`src/hdl/sbs_pkg.sv`:
```
// shared types and constants for the saturating shade bob stamp
package sbs_pkg;

  localparam int unsigned DEF_MAX_WIDTH    = 256;
  localparam int unsigned DEF_MAX_HEIGHT   = 256;
  localparam int unsigned DEF_MAX_DIAMETER = 64;

  localparam int unsigned COORD_W  = 9;
  localparam int unsigned DIAM_W   = 7;
  localparam int unsigned RAD_W    = 6;
  localparam int unsigned PIX_W    = 8;
  localparam int unsigned CFG_IDX_W  = 2;
  localparam int unsigned CFG_DATA_W = 9;
  localparam int unsigned DELTA_W  = 4;

  localparam logic [CFG_IDX_W-1:0] CFG_FRAME_WIDTH  = 2'd0;
  localparam logic [CFG_IDX_W-1:0] CFG_FRAME_HEIGHT = 2'd1;
  localparam logic [CFG_IDX_W-1:0] CFG_BOB_DIAMETER = 2'd2;
  localparam logic [CFG_IDX_W-1:0] CFG_COLOR_COUNT  = 2'd3;

  localparam logic [CFG_DATA_W-1:0] RST_FRAME_WIDTH  = 9'd256;
  localparam logic [CFG_DATA_W-1:0] RST_FRAME_HEIGHT = 9'd256;
  localparam logic [DIAM_W-1:0]     RST_BOB_DIAMETER = 7'd10;
  localparam logic [PIX_W-1:0]      RST_COLOR_COUNT  = 8'd64;

  typedef enum logic [1:0] {
    KIND_CLEAR = 2'd0,
    KIND_STAMP = 2'd1,
    KIND_READ  = 2'd2,
    KIND_NONE  = 2'd3
  } sbs_kind_e;

  typedef struct packed {
    logic latch;
    logic clr_en;
    logic stamp_en;
    logic rd_en;
    logic load_res;
  } sbs_cmd_t;

  typedef struct packed {
    sbs_kind_e kind;
    logic      bad;
    logic      empty;
    logic      clr_last;
    logic      stamp_last;
    logic      pipe_busy;
    logic      out_free;
  } sbs_sts_t;

endpackage

```
`src/hdl/sbs_ctrl.sv`:
```
// command sequencer for the shade bob stamp
module sbs_ctrl (
  input  logic            clk_i,
  input  logic            rst_ni,
  input  logic            in_valid_i,
  output logic            in_ready_o,
  input  sbs_pkg::sbs_sts_t sts_i,
  output sbs_pkg::sbs_cmd_t cmd_o
);
  import sbs_pkg::*;

  typedef enum logic [6:0] {
    S_IDLE   = 7'b0000001,
    S_DECODE = 7'b0000010,
    S_CLEAR  = 7'b0000100,
    S_STAMP  = 7'b0001000,
    S_DRAIN  = 7'b0010000,
    S_READ   = 7'b0100000,
    S_RESP   = 7'b1000000
  } state_e;

  state_e state_q, state_d;

  always_comb begin
    state_d    = state_q;
    cmd_o      = '0;
    in_ready_o = (state_q == S_IDLE);
    unique case (state_q)
      S_IDLE: begin
        if (in_valid_i) begin
          cmd_o.latch = 1'b1;
          state_d     = S_DECODE;
        end
      end
      S_DECODE: begin
        if (sts_i.kind == KIND_CLEAR) begin
          state_d = S_CLEAR;
        end else if (sts_i.kind == KIND_STAMP && !sts_i.bad && !sts_i.empty) begin
          state_d = S_STAMP;
        end else if (sts_i.kind == KIND_READ && !sts_i.bad) begin
          state_d = S_READ;
        end else begin
          state_d = S_RESP;
        end
      end
      S_CLEAR: begin
        cmd_o.clr_en = 1'b1;
        if (sts_i.clr_last) state_d = S_RESP;
      end
      S_STAMP: begin
        cmd_o.stamp_en = 1'b1;
        if (sts_i.stamp_last) state_d = S_DRAIN;
      end
      S_DRAIN: begin
        if (!sts_i.pipe_busy) state_d = S_RESP;
      end
      S_READ: begin
        cmd_o.rd_en = 1'b1;
        state_d     = S_RESP;
      end
      S_RESP: begin
        if (sts_i.out_free) begin
          cmd_o.load_res = 1'b1;
          state_d        = S_IDLE;
        end
      end
      default: state_d = S_IDLE;
    endcase
  end

  always_ff @(posedge clk_i or negedge rst_ni) begin
    if (!rst_ni) state_q <= S_IDLE;
    else         state_q <= state_d;
  end

  a_load_free: assert property (@(posedge clk_i) disable iff (!rst_ni)
    cmd_o.load_res |-> sts_i.out_free)
    else $error("result loaded while output beat still pending");

  a_stamp_ok: assert property (@(posedge clk_i) disable iff (!rst_ni)
    (state_q == S_STAMP) |-> (sts_i.kind == KIND_STAMP && !sts_i.bad))
    else $error("stamping without a valid stamp command");

  a_read_quiet: assert property (@(posedge clk_i) disable iff (!rst_ni)
    (state_q == S_READ) |-> !sts_i.pipe_busy)
    else $error("pixel read issued while stamp pipe still busy");

endmodule

```
`config.mk`:
```
export PLATFORM = sky130hd
export DESIGN_NAME = sbs_ctrl
export DESIGN_NICKNAME = d
export VERILOG_FILES = /design/src/hdl/sbs_pkg.sv /design/src/hdl/sbs_ctrl.sv
export SDC_FILE = /design/constraint.sdc
export NUM_CORES = 1
export LEC_CHECK = 0
export BUFFER_PORTS_ARGS = -buffer_cell sky130_fd_sc_hd__buf_2
export CAP_MARGIN = 20
export CORE_AREA = 2 2 39 41
export CTS_CLUSTER_SIZE = 40
export DETAILED_ROUTE_END_ITERATION = 12
export DIE_AREA = 0 0 41 43
export GPL_ROUTABILITY_DRIVEN = 0
export PLACE_DENSITY = 0.66
export SYNTH_ARGS = -nofsm -noshare
export SYNTH_HDL_FRONTEND = slang
export SYNTH_SLANG_ARGS = --single-unit
```
`constraint.sdc`:
```
create_clock -name clk_i -period 1.8 [get_ports clk_i]
set_clock_uncertainty 0.2 [all_clocks]
set_input_delay 0.27 -clock clk_i [delete_from_list [all_inputs] [get_ports clk_i]]
set_output_delay 0.27 -clock clk_i [all_outputs]
set_load 0.005 [all_outputs]
```
Word level (Yosys, flattened, before mapping)
Cells that the tools add are included.

Eq/ne operators: 14. Muxes and demuxes: 16. Reduce and logical (&&, ||, !) cells: 7.

Operators with widths (number): $mux 7 (8); $pmux 7 s7 (1); $ne 2x2->1 const B (5); $eq 7x1->1 const B (1); $eq 7x2->1 const B (1); $eq 7x3->1 const B (1); $eq 7x4->1 const B (1); $eq 7x5->1 const B (1); $eq 7x6->1 const B (1); $eq 7x7->1 const B (1); $mux 1 (7); $reduce_and 5->1 (1); $logic_and 1x1->1 (3); $eq 2x1->1 const B (1); $eq 2x2->1 const B (1); $logic_not 1->1 (2); $logic_not 2->1 (1).

Flip-flop bits (word level): 7. Input port bits: 11. Output and inout bits: 6.

Longest topological paths before layout
Gate-level depths: netlist of the first run.

Depth in word-level cells: 6. Depth in mapped cells: 5. Mapped depth without buffers: 4.

Worst setup path before layout of the first run
OpenSTA, ideal clock, no wires.

Path kind: reg2out. Start: reg state_q[4]. End: out cmd_o[2] (netlist bit). Data arrival time: 1.431 ns. Required time: 1.330 ns. Setup slack: -0.101 ns. Stages on the path, launching flop included: 5. Path through: dfrtp_1 > or2_1 > or4_4 > or2_4 > inv_1.

RTL lines: start, declared (RTL line sbs_ctrl.sv:22) `state_e state_q, state_d;`; start signal, assigned (RTL line sbs_ctrl.sv:73) `else state_q <= state_d;`; end, declared (RTL line sbs_ctrl.sv:8) `output sbs_pkg::sbs_cmd_t cmd_o`.

==> results of run 1 <==
-- report_power, final --
part	internal (mW)	total (mW)	switching [mW]
combinational	0.354	0.650	0.296
sequential	0.198	0.224	0.0264
clock	0.0843	0.138	0.0533
total	0.636	1.01	0.376
-- layout make-up --
type	instances	area share, %
inverters	2	0.888
repair buffers	35	27.1
flip-flops and latches	7	20.9
well taps	16	2.37
multi-input cells	46	45.7
clock buffers	4	3.11
-- what timing repair did --
item,CTS,global route
hold buffers,1,0
pin swaps,7,5
endpoints found under the hold margin,7,0
setup buffers,4,2
gates resized for setup,6,7
setup endpoints to repair,10,12
-- logic make-up (layout without fill, tap and decap cells) --
family                    count (synthesis)  count (layout)  synth area share [%]
AOI/OAI and AO/OA                        15              15                  23.6
xor gates and xnor gates                  2               2                  3.45
buffers and inverters                     3              41                  2.22
DFF                                       7               7                  34.7
and+or+nand+nor                          29              29                  36.0
-- final timing paths --
path / from / end / cells after the start
setup / recovery: state_q[6]$_DFFE_PN0P_ / cmd_o[2] / 5
hold / removal: sts_i[2] / state_q[3]$_DFFE_PN0P_ / 2
setup reg to reg: state_q[6]$_DFFE_PN0P_ / state_q[2]$_DFFE_PN0P_ / 5
hold reg to reg: state_q[0]$_DFFE_PN1P_ / state_q[0]$_DFFE_PN1P_ / 3
max in group asynchronous: rst_ni / state_q[0]$_DFFE_PN1P_ / 2
min in group asynchronous: rst_ni / state_q[1]$_DFFE_PN0P_ / 2
-- cells in the final DEF (no fill, tap or decap), types with 2 or more instances in the layout --
master    Yosys  final
clkbuf_4      0      3
nand2b_1      2      2
nor3_1        3      2
o211ai_1      2      2
buf_2         0     16
and2_1        2      2
xor2_1        2      2
buf_4         0     17
dfrtp_1       6      6
o21ai_0       3      2
nand2_1       3      3
inv_1         2      2
a21oi_1       2      2
nor2_1        5      4
-- per-stage QoR --
step | util [%] | cells | hold slack, ns
after floorplan | - | 56 | -0.226
after global placement | 51.3 | 101 | -0.0934
after detailed placement | 51.3 | 101 | -0.0900
after CTS | 58.1 | 109 | 0.0115
after global routing | 61.1 | 110 | 0.0161
final | 61.1 | 110 | 0.0240
-- metal layers --
metal	up-vias	share of wire, %	global-route usage, %
met3	4	4.6	0
met2	21	52	29.1
met1	284	41	28.2
met4	0	2.4	10.0
met5	-	0	0
li1	290	-	-
==> results list, run 1 <==
- dfrtp_1 is the most common cell in the netlist.
* Element type at the critical path end: output port
- Routed wire per std cell: 13.6 um
- Synth Flop Type: dfrtp_1
* Placed standard-cell area: ~710 um2
- Slack of the worst reg-to-reg path: -0.14 ns
- Leakage power of the design: just over 0.4 nW
* Worst max-slew margin expressed relative to the limit: between 80% and 90%
- Area of the core region: roughly 1400 um2
- The number of buffers and inverters on the critical path is 2.
- Number of synthesized flops with an enable pin: 0
- Aggregate global-route resource usage: approximately 20%
* Row count: 14
* Combined flip-flop and latch cell area: about 180 um2
- Ranked by flip-flop count, first place goes to state_q.
* Max reg flops: 7
- Slowest stage cell, crit path: or4_4
- The run finished, with violations left.
* Maximum frequency from static timing analysis: ~460 MHz
- Area growth from synthesis to layout: 66.5%
- Adding up every negative setup slack in the final design gives -1.65 ns.
* Data required time of the critical path: 1.33 ns
- The clock passes through at most 2 buffers.
* Flip-flop and latch count after synthesis: 7
- The first global-routing pass estimated 2400 um of wire.
- Clock tree synthesis inserted a total of 3 buffers.
* Max-cap check violation count: 0
- Pin count of the biggest net entering global routing: 8
- Pins Over Slew Limit: 0
- Most used standard cells in the synthesized netlist: 6 x dfrtp_1, 5 x nor2_1, 3 x nand2_1, 3 x nor3_1, 3 x o21ai_0
- Clock-pin slew was measured on the worst setup and hold paths at 0.05 ns.
* HPWL after DPL: about 1100 um
- Syn_area_per_cell: 9.07 um2
- I/O pin count: 17
- During synthesis, Yosys emitted a total of 0 warnings.
* PortBufs: 16
- Broken down by cell family, the worst path's largest delay share belongs to simple AND/OR/NAND/NOR gates.
- For this run, the register share of the synthesized area comes to a little over a third.
- Sinks on Clock Net: 7
- Die ar.: 1760 um2
* # nets final: roughly 110
- Synthesis produced between 50 and 60 cells.
- STA classifies the critical path startpoint as a flip-flop.
- Multi-input logic area: 387 um2
* Initial antenna violation count: 0
- The synthesized netlist occupies a cell area of 508 um2.
- Worst slack, placed: -0.0911 ns
- Dominant cells by area after synthesis: dfrtp_1 30%, dfstp_2 5.2%, nor2_1 3.7%
* Worst Max-Slew Pin Slew: 0.278 ns
- The tightest min-delay check is of the in -> reg type.
* CP max FO: 2
- In this run the number of H-tree levels came out at 1.
- Iteration count of the initial detailed-routing pass: 4
* Detailed-route wire length: 1500 um
- At the later pin of the worst-skew pair, clock insertion delay measures 0.25 ns.
- The number of global-route vias before repair was between 500 and 600.
- Initial standard-cell utilization of the core: roughly 37%
- Across all setup checks in the final design, the least slack found is -0.363 ns.
- After layout, the worst path uses 120% of the clock period.
* Worst Path Class, Setup: reg -> out
* Net count after synthesis: 67
- Peak per-stage delay on the critical path: ~0.43 ns
* Final number of hold-violating endpoints: 0
- Crit path DAT: around 1.7 ns
* Total power after layout: around 1.0 mW
- The final reports fail on setup timing.
- After detailed routing, the number of remaining DRC violations is 0.
* Floorplan die height: between 40 and 50 um
* Async S/R FF share, synth: 100%
* Power per cell area: between 1000 and 1500 nW/um2
- The total overflow left after global routing is 0.
* Share of the synthesized area in the top cell type: between 20% and 30%
- The largest registers in the layout are state_q (7).
- Cell-by-cell listing of the critical path: or2_1 -> or4_4 -> or2_4 -> inv_1 -> buf_2
* Fill cells: about 120
- In this run the remaining antenna-violating nets after routing total 0.
- Horizontal die dimension: a little over 40 um
- Finished layout cell area: about 850 um2
- Maximum vdd drop: about 0.75 mV
- In the routed layout, each cell is associated on average with a via count of 5.45.
- Summing over every cut layer, the via total after detailed routing is between 500 and 600.
- Clock tree synthesis selected as its root buffer the cell clkbuf_4.
- Proportion of layout cells with a drive suffix above 1: between 50% and 60%
* Setup Viol. Count Final: 10
- The netlist uses 32 different library cells.
- Clock tree from TritonCTS: built
- Detailed Route Iter0 Violations: 15
- Number of diodes: 0
* RSZ-0062 raised after global routing: yes
* Tmin final: 2.16 ns
- dfrtp_1 takes more of the synthesized area than any other cell.
Power figures use the tool's default switching activity.
==> run 2: changes to the inputs <==
--- a/config.mk
+++ b/config.mk
@@ -12,6 +12,7 @@
 export DETAILED_ROUTE_END_ITERATION = 12
 export DIE_AREA = 0 0 41 43
 export GPL_ROUTABILITY_DRIVEN = 0
+export HOLD_SLACK_MARGIN = 0.06
 export PLACE_DENSITY = 0.66
 export SYNTH_ARGS = -nofsm -noshare
 export SYNTH_HDL_FRONTEND = slang
==> run 2 against run 1 <==
The flow still finishes with violations (setup timing). Worst hold slack improved by 0.085 ns. Via count increased by 2.2%. Clock power about the same. Cell area increased by 7.1%. Sequential share of layout area decreased by 1.4 points. Critical path depth unchanged. Register-to-register slack about the same. Fmax increased by 0.52%. Count of clock-buffer cells in the layout unchanged. Setup slack improved by 0.011 ns.
==> results list, run 2 (synthesized netlist as in run 1, its figures left out) <==
- The flow ran to the end, but the final reports show violations.
* Violations in the final reports: setup timing
- The min-delay analysis places its worst path in the category in -> reg.
- The total setup violations reported at the end of the flow came to 10 (unchanged).
* Overall via count from detail_route: 612 (+2.2%)
* Tmin final: 2.15 ns (-0.0112 ns)
- Number of buffers inserted during clock tree synthesis: 3 (unchanged)
- The sum of routed wire length over all layers is 1550 um (+3.7%).
- Leaving out fill and tap cells, the most frequent cell in the layout is buf_4.
* # nets final: 112 (+5.7%)
* Kind of start point of the critical path: flip-flop
* Number of H-tree levels: 1 (unchanged)
- Largest register by flop count: state_q
- Sinks on Clock Net: 7 (unchanged)
* Wire length of the first global-routing pass: 2500 um (+4.3%)
* Slowest stage cell, crit path: or4_4
* Horizontal die dimension: 41 um (unchanged)
- The number of diodes came to 0 (unchanged).
- The total power of the final layout came to 1.02 mW (+0.88%).
- Iteration count of the initial detailed-routing pass: 4 (unchanged)
* Area growth from synthesis to layout: 78.3%
- Beginning of the worst hold path: sts_i[3]
- Final number of hold-violating endpoints: 0 (unchanged)
- Peak per-stage delay on the critical path: 0.43 ns (about the same)
* Clock-pin slew reported for the worst setup and hold paths after clock tree synthesis: 0.05 ns (about the same)
- The cell area reported after detailed placement is 709 um2 (unchanged).
- met2 is the most crowded layer.
- Row count: 14 (unchanged)
- Power per cell area: 1130 nW/um2 (-5.8%)
- Bufs and invs on worst path: 2 (unchanged)
- Initial standard-cell utilization of the core: 36.7% (unchanged)
- Detailed Route Iter0 Violations: 15 (unchanged)
* Pin count of the biggest net entering global routing: 8 (unchanged)
- The number of antenna-violating nets in the routed design came to 0 (unchanged).
- The data required time of the critical path was 1.33 ns (about the same).
* Pins Over Slew Limit: 0 (unchanged)
* Crit path DAT: 1.68 ns (about the same)
- Worst max-slew margin expressed relative to the limit: 81.7% (+0.38 points)
* Clock Latency Late Sink: 0.25 ns (about the same)
- Final Core Density: 65.5% (+4.3 points)
* Worst Path Class, Setup: reg -> out
- Leakage power of the design: 0.435 nW (+6.1%)
- Remaining global-route overflow: 0 (unchanged)
- Clock buffer depth: 2 (unchanged)
- Clock tree from TritonCTS: built
- The die boundary height was 43 um (unchanged).
- The cell area after layout was 906 um2 (+7.1%).
* Fin worst setup slack: -0.352 ns (+0.0112 ns)
- RSZ-0062 raised after global routing: yes
- The count of port buffers added during placement is 16 (unchanged).
* R2r startpoint: state_q[6]$_DFFE_PN0P_
- Slack of the worst reg-to-reg path: -0.13 ns (about the same)
* Area of the core region: 1380 um2 (unchanged)
- Via count of the first global-routing pass: 588 (+2.8%)
* Launch point of the critical path: state_q[6]$_DFFE_PN0P_
* Proportion of layout cells with a drive suffix above 1: 52.0% (-3.3 points)
- The number of inserted filler cells in the final layout is 117 (-4.9%).
- Die ar.: 1760 um2 (unchanged)
- The post-route fraction of the period consumed by the critical path was 120% (-0.62 points).
* Element type at the critical path end: output port
- CTS root buf: clkbuf_4
- Family with the most delay on the worst path: simple AND/OR/NAND/NOR gates
* Max-cap check violation count: 0 (unchanged)
- The critical path goes through or2_1 -> or4_4 -> or2_4 -> inv_1 -> buf_2.
- Number of remaining DRC errors: 0 (unchanged)
- Detailed-route vias per instance: 5.28 (-3.1%)
* Endpoint, Worst Hold: state_q[2]$_DFFE_PN0P_
- Crit Reg-Reg Endpoint: state_q[2]$_DFFE_PN0P_
- The wire length per cell was 13.4 um (-1.7%).
- The library cells used most frequently in the layout, excluding fill and tap cells, are 17 x buf_4, 16 x buf_2, 7 x dlygate4sd3_1, 6 x dfrtp_1, 4 x nor2_1.
* Largest registers: state_q (7)
- The met2 capacity usage during global routing is 31.3% (+2.2 points).
- Worst Max-Slew Pin Slew: 0.272 ns (-0.00573 ns)
* GR met3 Demand/Resource: 0% (unchanged)
* Maximum vdd drop: 0.753 mV (-0.29%)
* HPWL after DPL: 1110 um (unchanged)
- The number of antenna violations at the first check in global routing is 0 (unchanged).
* Aggregate global-route resource usage: 20.6% (+1.0 points)
* Max reg flops: 7 (unchanged)
- The largest driver fanout on the critical path is 2 (unchanged).
- The fraction of met1 tracks used by global routing is 29.2% (+1.0 points).
- Hold path depth: 3 (+1)
- The count of boundary I/O pins came to 17 (unchanged).
* Cell depth of the worst flop-to-flop path: 5 (unchanged)
* Maximum frequency from static timing analysis: 465 MHz (+0.52%)
## run 2: cell types whose count changed in the layout (fill, tap and decap cells not counted)
cell,previous run,this run
dlygate4sd3_1,1,7
## run 2: worst max-delay path by stage
stage,to,slack [ns],cells past startpoint
after floorplan,cmd_o[2],-0.06,4
after global placement,cmd_o[2],-0.06,5
after detailed placement,state_q[2]$_DFFE_PN0P_,-0.09,5
after CTS,cmd_o[2],-0.35,5
after global routing,cmd_o[2],-0.39,5
final,cmd_o[2],-0.35,5
## run 2: routing by layer
| layer | vias to the layer above | part of all wire, % | routed length (um) |
|---|---|---|---|
| met3 | 2 | 4.8 | 74 |
| met4 | 0 | 1.0 | 16 |
| met5 | - | 0 | 0 |
| met1 | 286 | 42 | 654 |
| li1 | 303 | - | - |
| met2 | 21 | 52 | 808 |
## run 2: area by class of cell
cell class	count	area, um2	share of cell area [%]
Clock buffer	4	26.3	2.90
Multi-Input combinational cell	46	387	42.7
Tap cell	16	20.0	2.21
Sequential cell	7	176	19.5
Inverter	2	7.51	0.829
Timing Repair Buffer	41	289	31.9
## run 2: worst reg2reg max path, stage by stage (launching register included)
cell and delay [ns]:
dfrtp_1 0.38, or2_1 0.25, or4_4 0.43, buf_4 0.17, or3_1 0.34, o31ai_1 0.08
## run 2: power by group
part           internal, mW  total, mW  switching, mW  leakage, nW
logic                 0.362      0.660          0.298        0.327
clock network        0.0843      0.137         0.0524       0.0150
registers             0.198      0.224         0.0262       0.0931
total                 0.644       1.02          0.376        0.435
## run 2: stage by stage
stage	setup WS [ns]	instances	TNS, ns	hold WS (ns)
3_3_place_gp	-0.0569	101	-0.159	-0.0934
4_1_cts	-0.349	115	-1.50	0.0995
5_1_grt	-0.394	116	-2.05	0.130
2_1_floorplan	-0.0618	56	-0.0618	-0.226
6_report	-0.352	116	-1.56	0.109
3_5_place_dp	-0.0911	101	-0.306	-0.0900
## run 2: what timing repair did
| item | in CTS | in global routing |
|---|---|---|
| gates resized for setup | 6 | 7 |
| setup buffers | 4 | 2 |
| cloned | 0 | 0 |
| hold buffers | 7 | 0 |
| setup endpoints to repair | 10 | 12 |
| endpoints found under the hold margin | 12 | 0 |
| pin swaps | 7 | 5 |
